--- src/sv/audio_frame_peak_rms_envelope_assert.svh ---
// Assertion macros shared by the level meter RTL.
`ifndef AUDIO_FRAME_PEAK_RMS_ENVELOPE_ASSERT_SVH
`define AUDIO_FRAME_PEAK_RMS_ENVELOPE_ASSERT_SVH

// Same-cycle implication, checked out of reset.
`define AFPRE_ASSERT_NOW(lbl, ante, cons, msg) \
	lbl: assert property (@(posedge clk) disable iff (!arst_n) (ante) |-> (cons)) \
		else $error(msg);

// Next-cycle implication, checked out of reset.
`define AFPRE_ASSERT_NEXT(lbl, ante, cons, msg) \
	lbl: assert property (@(posedge clk) disable iff (!arst_n) (ante) |=> (cons)) \
		else $error(msg);

`endif

--- src/sv/afpre_pkg.sv ---
// Types, constants and helpers of the audio level meter.
package afpre_pkg;

	localparam int NUM_BUCKETS_DEF = 16;
	localparam int MAX_SAMPLES_DEF = 2048;
	localparam int SPF_W           = 12;
	localparam logic [SPF_W-1:0] SPF_RESET = 12'd736;
	localparam int LEVEL_SHIFT     = 7;
	localparam logic [7:0] LEVEL_MAX = 8'd255;
	// mean square of a magnitude of at most 32768 fits in 31 bits
	localparam int QW              = 31;

	localparam logic MODE_SAMPLE = 1'b0;
	localparam logic MODE_END    = 1'b1;

	typedef struct packed {
		logic               mode;
		logic signed [15:0] left_sample;
		logic signed [15:0] right_sample;
		logic        [31:0] frame_index;
	} in_word_t;

	typedef struct packed {
		logic [31:0] out_frame;
		logic [3:0]  bucket_index;
		logic [7:0]  peak_level;
		logic [7:0]  rms_level;
		logic        last_bucket;
	} out_word_t;

	function automatic logic [7:0] level8(input logic [15:0] v);
		logic [15:0] s;
		s = v >> LEVEL_SHIFT;
		return (s > 16'(LEVEL_MAX)) ? LEVEL_MAX : s[7:0];
	endfunction

endpackage

--- src/sv/audio_frame_peak_rms_envelope.sv ---
// Bucketed peak and RMS level meter over frames of stereo audio.
// Sample word: accept, BW bucket search steps, a memory read, a write back
//   (BW = clog2(NUM_BUCKETS)); one word at a time.
// Frame end word: per bucket a read, a load, SUM_W divide steps, 16 root
//   steps and an output load, which waits until the output register frees.
// Reset (arst_n low) clears frame, counts and bucket valid bits at once;
//   the frame length register returns to 736. No clearing pass is needed.
`include "audio_frame_peak_rms_envelope_assert.svh"

module audio_frame_peak_rms_envelope import afpre_pkg::*; #(
	parameter int NUM_BUCKETS = NUM_BUCKETS_DEF,
	parameter int MAX_SAMPLES = MAX_SAMPLES_DEF
) (
	input  logic             clk,
	input  logic             arst_n,
	input  logic             sample_valid,
	output logic             sample_stall,
	input  in_word_t         sample_word,
	output logic             result_valid,
	input  logic             result_stall,
	output out_word_t        result_word,
	input  logic             cfg_we,
	input  logic [SPF_W-1:0] cfg_wdata
);

	// widths follow the parameters
	localparam int BW     = (NUM_BUCKETS > 1) ? $clog2(NUM_BUCKETS) : 1;
	localparam int SB_W   = (BW > 1) ? $clog2(BW) : 1;
	localparam int CNT_W  = $clog2(MAX_SAMPLES + 1);
	localparam int SUM_W  = 31 + CNT_W;
	localparam int DC_W   = $clog2(SUM_W);
	localparam int PROD_W = CNT_W + SPF_W + 7;

	typedef enum logic [7:0] {
		ST_IDLE  = 8'b0000_0001,
		ST_SRCH  = 8'b0000_0010,
		ST_READ  = 8'b0000_0100,
		ST_UPD   = 8'b0000_1000,
		ST_EREAD = 8'b0001_0000,
		ST_ELOAD = 8'b0010_0000,
		ST_EDIV  = 8'b0100_0000,
		ST_ESQRT = 8'b1000_0000
	} state_t;

	typedef struct packed {
		logic [15:0]      peak;
		logic [SUM_W-1:0] sum;
		logic [CNT_W-1:0] cnt;
	} entry_t;

	// bucket store: one synchronous memory, valid bits stand in for clearing
	entry_t mem [NUM_BUCKETS];
	entry_t rd_entry_q;
	logic   rd_vld_q;
	logic [NUM_BUCKETS-1:0] vld_q;

	state_t           st_q;
	logic             eout_q;     // waiting to load the output register
	logic [SPF_W-1:0] spf_q;
	logic [31:0]      cur_q;
	logic [CNT_W-1:0] n_q;
	logic [15:0]      a_q;        // mono magnitude of the word in work
	logic [31:0]      sq_q;       // its square
	logic [BW-1:0]    b_q;        // target bucket
	logic [SB_W-1:0]  sbit_q;     // bucket search bit
	logic [BW-1:0]    k_q;        // bucket being reported

	// divide and root unit
	logic [CNT_W-1:0] dvs_q;
	logic [CNT_W-1:0] rem_q;
	logic [SUM_W-1:0] quo_q;
	logic [DC_W-1:0]  dcnt_q;
	logic [QW-1:0]    x_q;
	logic [QW-1:0]    root_q;
	logic [QW-1:0]    sb_q;
	logic [15:0]      pk_q;

	out_word_t res_q;
	logic      res_valid_q;

	logic            accept;
	logic            frame_hit;
	logic [16:0]     sum_lr;
	logic [16:0]     mono;
	logic [16:0]     mag;
	logic [BW-1:0]   rd_addr;
	logic [BW-1:0]   trial;
	logic [PROD_W-1:0] nnb;
	logic [PROD_W-1:0] tprod;
	logic            trial_ok;
	entry_t          cur_entry;
	entry_t          wr_entry;
	logic [CNT_W:0]  dshift;
	logic            dge;
	logic [QW-1:0]   tsum;
	logic            out_free;
	logic            last_k;
	logic            load_out;

	assign accept       = sample_valid && !sample_stall;
	assign sample_stall = (st_q != ST_IDLE) || eout_q;
	assign frame_hit    = (sample_word.frame_index == cur_q);
	assign result_valid = res_valid_q;
	assign result_word  = res_q;

	// mono mix: average truncated toward zero, then magnitude
	always_comb begin
		sum_lr = {sample_word.left_sample[15], sample_word.left_sample}
			+ {sample_word.right_sample[15], sample_word.right_sample};
		mono   = $signed(sum_lr + {16'd0, sum_lr[16]}) >>> 1;
		mag    = mono[16] ? (17'd0 - mono) : mono;
	end

	// bucket search: largest b below NUM_BUCKETS with b*spf <= n*NUM_BUCKETS
	assign trial    = b_q | (BW'(1) << sbit_q);
	assign nnb      = PROD_W'(n_q) * PROD_W'(NUM_BUCKETS);
	assign tprod    = PROD_W'(trial) * PROD_W'(spf_q);
	assign trial_ok = (trial <= BW'(NUM_BUCKETS - 1)) && (tprod <= nnb);

	assign rd_addr   = (st_q == ST_READ) ? b_q : k_q;
	assign cur_entry = rd_vld_q ? rd_entry_q : '0;

	always_comb begin
		wr_entry      = cur_entry;
		wr_entry.peak = (a_q > cur_entry.peak) ? a_q : cur_entry.peak;
		wr_entry.sum  = cur_entry.sum + SUM_W'(sq_q);
		wr_entry.cnt  = cur_entry.cnt + CNT_W'(1);
	end

	// one restoring divide step, one root step
	assign dshift = {rem_q, quo_q[SUM_W-1]};
	assign dge    = (dshift >= {1'b0, dvs_q});
	assign tsum   = root_q + sb_q;

	assign out_free = !res_valid_q || !result_stall;
	assign last_k   = (k_q == BW'(NUM_BUCKETS - 1));
	assign load_out = eout_q && out_free;

	// bucket memory: write back in the update state, registered read
	always_ff @(posedge clk) begin
		if (st_q == ST_UPD) begin
			mem[b_q] <= wr_entry;
		end
		rd_entry_q <= mem[rd_addr];
	end

	always_ff @(posedge clk or negedge arst_n) begin
		if (!arst_n) begin
			spf_q <= SPF_RESET;
		end else if (cfg_we) begin
			spf_q <= cfg_wdata;
		end
	end

	// sequencer
	always_ff @(posedge clk or negedge arst_n) begin
		if (!arst_n) begin
			st_q     <= ST_IDLE;
			eout_q   <= 1'b0;
			cur_q    <= '0;
			n_q      <= '0;
			vld_q    <= '0;
			rd_vld_q <= 1'b0;
			k_q      <= '0;
		end else begin
			rd_vld_q <= vld_q[rd_addr];
			unique case (st_q)
				ST_IDLE: begin
					if (load_out) begin
						eout_q <= 1'b0;
						if (last_k) begin
							// frame reported: clear and advance
							vld_q <= '0;
							n_q   <= '0;
							cur_q <= cur_q + 32'd1;
						end else begin
							k_q  <= k_q + BW'(1);
							st_q <= ST_EREAD;
						end
					end else if (accept) begin
						if (sample_word.mode == MODE_SAMPLE) begin
							if (!frame_hit) begin
								vld_q <= '0;
								n_q   <= '0;
								cur_q <= sample_word.frame_index;
							end
							// drop words beyond the cap
							if ((frame_hit ? n_q : '0) < CNT_W'(MAX_SAMPLES)) begin
								st_q <= ST_SRCH;
							end
						end else if (!frame_hit) begin
							vld_q <= '0;
							n_q   <= '0;
							cur_q <= sample_word.frame_index + 32'd1;
						end else if (n_q != '0) begin
							k_q  <= '0;
							st_q <= ST_EREAD;
						end
					end
				end
				ST_SRCH: begin
					if (sbit_q == '0) begin
						st_q <= ST_READ;
					end
				end
				ST_READ: st_q <= ST_UPD;
				ST_UPD: begin
					vld_q[b_q] <= 1'b1;
					n_q        <= n_q + CNT_W'(1);
					st_q       <= ST_IDLE;
				end
				ST_EREAD: st_q <= ST_ELOAD;
				ST_ELOAD: st_q <= ST_EDIV;
				ST_EDIV: begin
					if (dcnt_q == '0) begin
						st_q <= ST_ESQRT;
					end
				end
				ST_ESQRT: begin
					// hold in idle with the result pending until the output register frees
					if (sb_q[0]) begin
						st_q   <= ST_IDLE;
						eout_q <= 1'b1;
					end
				end
				default: st_q <= ST_IDLE;
			endcase
		end
	end

	// datapath registers, no reset needed
	always_ff @(posedge clk) begin
		if (accept) begin
			a_q    <= mag[15:0];
			b_q    <= '0;
			sbit_q <= SB_W'(BW - 1);
		end
		if (st_q == ST_SRCH) begin
			sq_q <= 32'(a_q) * 32'(a_q);
			if (trial_ok) begin
				b_q <= trial;
			end
			sbit_q <= sbit_q - SB_W'(1);
		end
		if (st_q == ST_ELOAD) begin
			// empty bucket divides 0 by 1
			pk_q   <= cur_entry.peak;
			rem_q  <= '0;
			dcnt_q <= DC_W'(SUM_W - 1);
			if (cur_entry.cnt == '0) begin
				quo_q <= '0;
				dvs_q <= CNT_W'(1);
			end else begin
				quo_q <= cur_entry.sum;
				dvs_q <= cur_entry.cnt;
			end
		end
		if (st_q == ST_EDIV) begin
			rem_q  <= dge ? CNT_W'(dshift - {1'b0, dvs_q}) : dshift[CNT_W-1:0];
			quo_q  <= {quo_q[SUM_W-2:0], dge};
			dcnt_q <= dcnt_q - DC_W'(1);
			if (dcnt_q == '0) begin
				root_q <= '0;
				sb_q   <= QW'(1) << (QW - 1);
			end
		end
		if (st_q == ST_EDIV && dcnt_q == '0) begin
			x_q <= {quo_q[QW-2:0], dge};
		end
		if (st_q == ST_ESQRT) begin
			if (x_q >= tsum) begin
				x_q    <= x_q - tsum;
				root_q <= (root_q >> 1) + sb_q;
			end else begin
				root_q <= root_q >> 1;
			end
			sb_q <= sb_q >> 2;
		end
	end

	// output register parts the result side from the sequencer
	always_ff @(posedge clk or negedge arst_n) begin
		if (!arst_n) begin
			res_valid_q <= 1'b0;
		end else if (load_out) begin
			res_valid_q <= 1'b1;
		end else if (!result_stall) begin
			res_valid_q <= 1'b0;
		end
	end

	always_ff @(posedge clk) begin
		if (load_out) begin
			res_q.out_frame    <= cur_q;
			res_q.bucket_index <= 4'(k_q);
			res_q.peak_level   <= level8(pk_q);
			res_q.rms_level    <= level8(root_q[15:0]);
			res_q.last_bucket  <= last_k;
		end
	end

	`AFPRE_ASSERT_NOW(a_cap, 1'b1, n_q <= CNT_W'(MAX_SAMPLES), "sample count beyond cap")
	`AFPRE_ASSERT_NEXT(a_clear, load_out && last_k, (n_q == '0) && (vld_q == '0), "no frame clear")
	`AFPRE_ASSERT_NOW(a_rd_latency, st_q == ST_UPD, $past(st_q) == ST_READ, "no prior read")
	`AFPRE_ASSERT_NOW(a_hold_out, eout_q, sample_stall, "word taken during report")

endmodule

--- config.mk ---
export PLATFORM = sky130hd
export DESIGN_NAME = audio_frame_peak_rms_envelope
export DESIGN_NICKNAME = d
export VERILOG_FILES = /design/src/sv/afpre_pkg.sv /design/src/sv/audio_frame_peak_rms_envelope.sv
export VERILOG_INCLUDE_DIRS = /design/src /design/src/sv
export SDC_FILE = /design/constraint.sdc
export NUM_CORES = 2
export LEC_CHECK = 0
export ABC_AREA = 0
export ABC_CLOCK_PERIOD_IN_PS = 9600
export BUFFER_PORTS_ARGS = -buffer_cell sky130_fd_sc_hd__buf_2
export CORE_MARGIN = 8
export CORE_UTILIZATION = 60
export DETAILED_ROUTE_END_ITERATION = 7
export PLACE_DENSITY_LB_ADDON = 0.08
export SYNTH_ARGS = -nofsm -noshare
export SYNTH_HDL_FRONTEND = slang
export SYNTH_SLANG_ARGS = --single-unit
--- constraint.sdc ---
create_clock -name clk -period 9.6 [get_ports clk]
set_clock_uncertainty 0.05 [all_clocks]
set_input_delay 1.92 -clock clk [delete_from_list [all_inputs] [get_ports clk]]
set_output_delay 1.92 -clock clk [all_outputs]
set_load 0.05 [all_outputs]
==> reports/results.ini <==
[yosys]
synth_top_family_by_area=simple AND/OR/NAND/NOR gates
synthXorXnorAreaFrac_pct=3.16
yosysMostFrequentCell=nand2_1
synth-edff-count=1366
synthCells=6894
ys.flop_type=edfxtp_1
synth.largest_area_cell=edfxtp_1
synthTopCellsByArea=edfxtp_1 (52%), nand2_1 (7.1%), fa_1 (4.7%)
ys_async_sr_fraction_pct=5.58
yosysWarnings=0
synth_cell_types=101
synth-simple-area-share_pct=15.0
syn-cell-area_sq_mm=0.0783
syn_avg_cell_area_sq_um=11.4
synth-seq-area-share_pct=57.9
synthAdderAreaFrac_pct=9.27
synth_nets=7445
synth_compound_area_share_pct=10.0
synth.mux.area_fraction_pct=1.07
synth_common_cells=nand2_1 (1482), edfxtp_1 (1366), inv_1 (381)
synth_top_area_share_pct=52.4
synth-seq-cells=1560

[route]
via_per_inst=6.08
vias=53600
drtIter0Drc=5312
drt_first_pass_iters=7
drtAntennaViolNets=0
wirelength_um=197000
drc=0
wl_per_cell_um=22.3

[critical_path]
start_kind=flip-flop
end_kind=flip-flop
path_class=flip-flop to flip-flop
slowest_delay_ns=0.64
cp_top_family=adder cells
worst_path_most_repeated_cell=inv_1
crit_path_max_fanout=13
cp.required_ns=10.11
crit_buf_inv=7
crit_chain=inv_1 > nor2_1 > fa_1 > inv_1 > fa_1 > inv_1 > fa_1 > inv_1 > fa_1 > inv_1 > fa_1 > inv_1 > fa_1 > inv_1 > ha_1 > nand3_1 > o311a_1 > o21ai_0 > nand2_1 > o311ai_0 > nand2_1 > o211a_1
path_depth=22
reg2regPathDepth=22
slowest_stage=edfxtp_1
arrival_ns=7.47

[clock_network]
cts_max_path_buffers=3
cts_sinks=1560
postCtsResizedCells=0
root_buffer=clkbuf_16
cts_buffers=162
ctsHoldBuffers=0
clkTransAtPathRegs_ns=0.06
cts_tree=built
post_cts_buffers=0
htree_num_levels=4
clkLatencyLatePin_ns=0.81

[status]
violations=max-slew violations
run_status=finished, violations left

[floorplanning]
dieArea_sq_mm=0.142
rows=132
die_y_um=377
fp.dieW_um=377
coreArea_sq_mm=0.129
pin_count=137
start_util_pct=60.5

[run]
maxCapViolations=0

[placed_design]
hpwl_um=117000
dp_slack_ns=2.70
io_buffers=136
dpl-instance-area_sq_mm=0.0808
gp_congestion=0.882

[timing]
period_needed_ns=6.95
rsz0062_at_grt=false
layout_setup_ws_ns=2.65
tightest_slew_ns=1.55
maxSlewHeadroom_pct=-3.40
final_hold_viol_count=0
holdWs_ns=0.427
finalMaxSlewViolations=57
fin_crit_sh_pct=72.4
fmax_ghz=0.144
finalSetupViolCount=0
setup-tns-final_ns=0

[grt]
grt_max_degree=191
grt_pass1_wl_um=304000
gr-usage-all-layers_pct=27.2
antenna_found_initial=3
overflow=0
grt_pass1_vias=52500

[hold_path]
hp-class=flip-flop to flip-flop
min_path_cells=1

[final_layout]
multi_input_area_sq_mm=0.0304
syn2layout_area_growth_pct=9.97
n_fill_cell=9722
drive_gt1_share_pct=8.44
seq_area_sq_mm=0.0453
fin_area_sq_mm=0.0861
final_nets=7486

metal layers:
metal | up-vias | wire length, um | global-route usage [%]
li1 | 24800 | - | -
met5 | - | 13 | 0
met4 | 2 | 6190 | 8.84
met3 | 362 | 15200 | 4.07
met1 | 26300 | 81400 | 37.4
met2 | 2119 | 93900 | 44.9
cells in the final DEF, fill, tap and decap left out, types with 28 or more instances in the layout:
| cell type | count |
|---|---|
| nor2_1 | 248 |
| a21o_1 | 75 |
| xor2_1 | 131 |
| o21ai_0 | 190 |
| buf_4 | 80 |
| edfxtp_1 | 1366 |
| clkbuf_1 | 47 |
| a311oi_1 | 147 |
| nor3_1 | 58 |
| ha_1 | 284 |
| a21oi_1 | 253 |
| and3_1 | 248 |
| and2_1 | 115 |
| dfrtp_1 | 81 |
| nor2b_1 | 38 |
| inv_1 | 380 |
| fa_1 | 185 |
| nand4_1 | 43 |
| mux2_2 | 28 |
| a211oi_1 | 97 |
| mux2i_1 | 44 |
| a31oi_1 | 182 |
| nand3_1 | 220 |
| dfxtp_1 | 107 |
| nand2_1 | 1480 |
| or2_2 | 28 |
| buf_2 | 135 |
| clkbuf_16 | 164 |
| xnor2_1 | 148 |
registers in the layout, indices dropped and copies added (netlist names), 16 cells and up:
signal and cells:
root_q 31, mem 1136, result_word 53, sq_q 31, sb_q 16, vld_q 16
rd_entry_q 71, quo_q 43, x_q 31, cur_q 32, a_q 16
per-stage QoR:
step                      cells  util [%]
after global placement     8513      62.4
after floorplan            6894         -
after detailed placement   8513      62.4
after CTS                  8814      66.5
final                      8815      66.5
after global routing       8815      66.5
worst paths after layout:
kind                       startpoint        end  slack [ns]
setup / recovery              a_q[10]   sq_q[31]        2.65
hold / removal              vld_q[15]  vld_q[15]        0.43
setup reg to reg              a_q[10]   sq_q[31]        2.65
hold reg to reg             vld_q[15]  vld_q[15]        0.43
max in group asynchronous      arst_n   spf_q[0]        7.35
min in group asynchronous      arst_n  cur_q[15]        1.01
worst reg2reg max path, delay by kind of cell, from the launching register on:
kind | cells | cell delay [ns]
adder cells (fa/ha/maj) | 7 | 3.34
AND/OR/NAND/NOR | 4 | 0.63
flip-flops | 1 | 0.64
AO/OA/AOI/OAI | 4 | 1.45
buffers and inverters | 7 | 0.61
cells by family after synthesis:
family | count (synthesis)
and+or+nand+nor | 2609
xor gates and xnor gates | 281
muxes | 80
adders and majority gates | 469
buffers and inverters | 728
AOI/OAI and AO/OA | 1167
DFF | 1560
layout make-up:
type                            count  share of cell area [%]
Clock inverter                     74                   0.949
Inverter                          384                    1.68
Multi-Input combinational cell   4606                    35.3
Sequential cell                  1560                    52.7
Clock buffer                      227                    5.23
Timing Repair Buffer              221                    1.62
Antenna cell                        1                 0.00291
Tap cell                         1742                    2.53
Power is left out: the tool's default activity adds up to more than one toggle a clock period on the data nets, which glitch-free logic cannot reach.
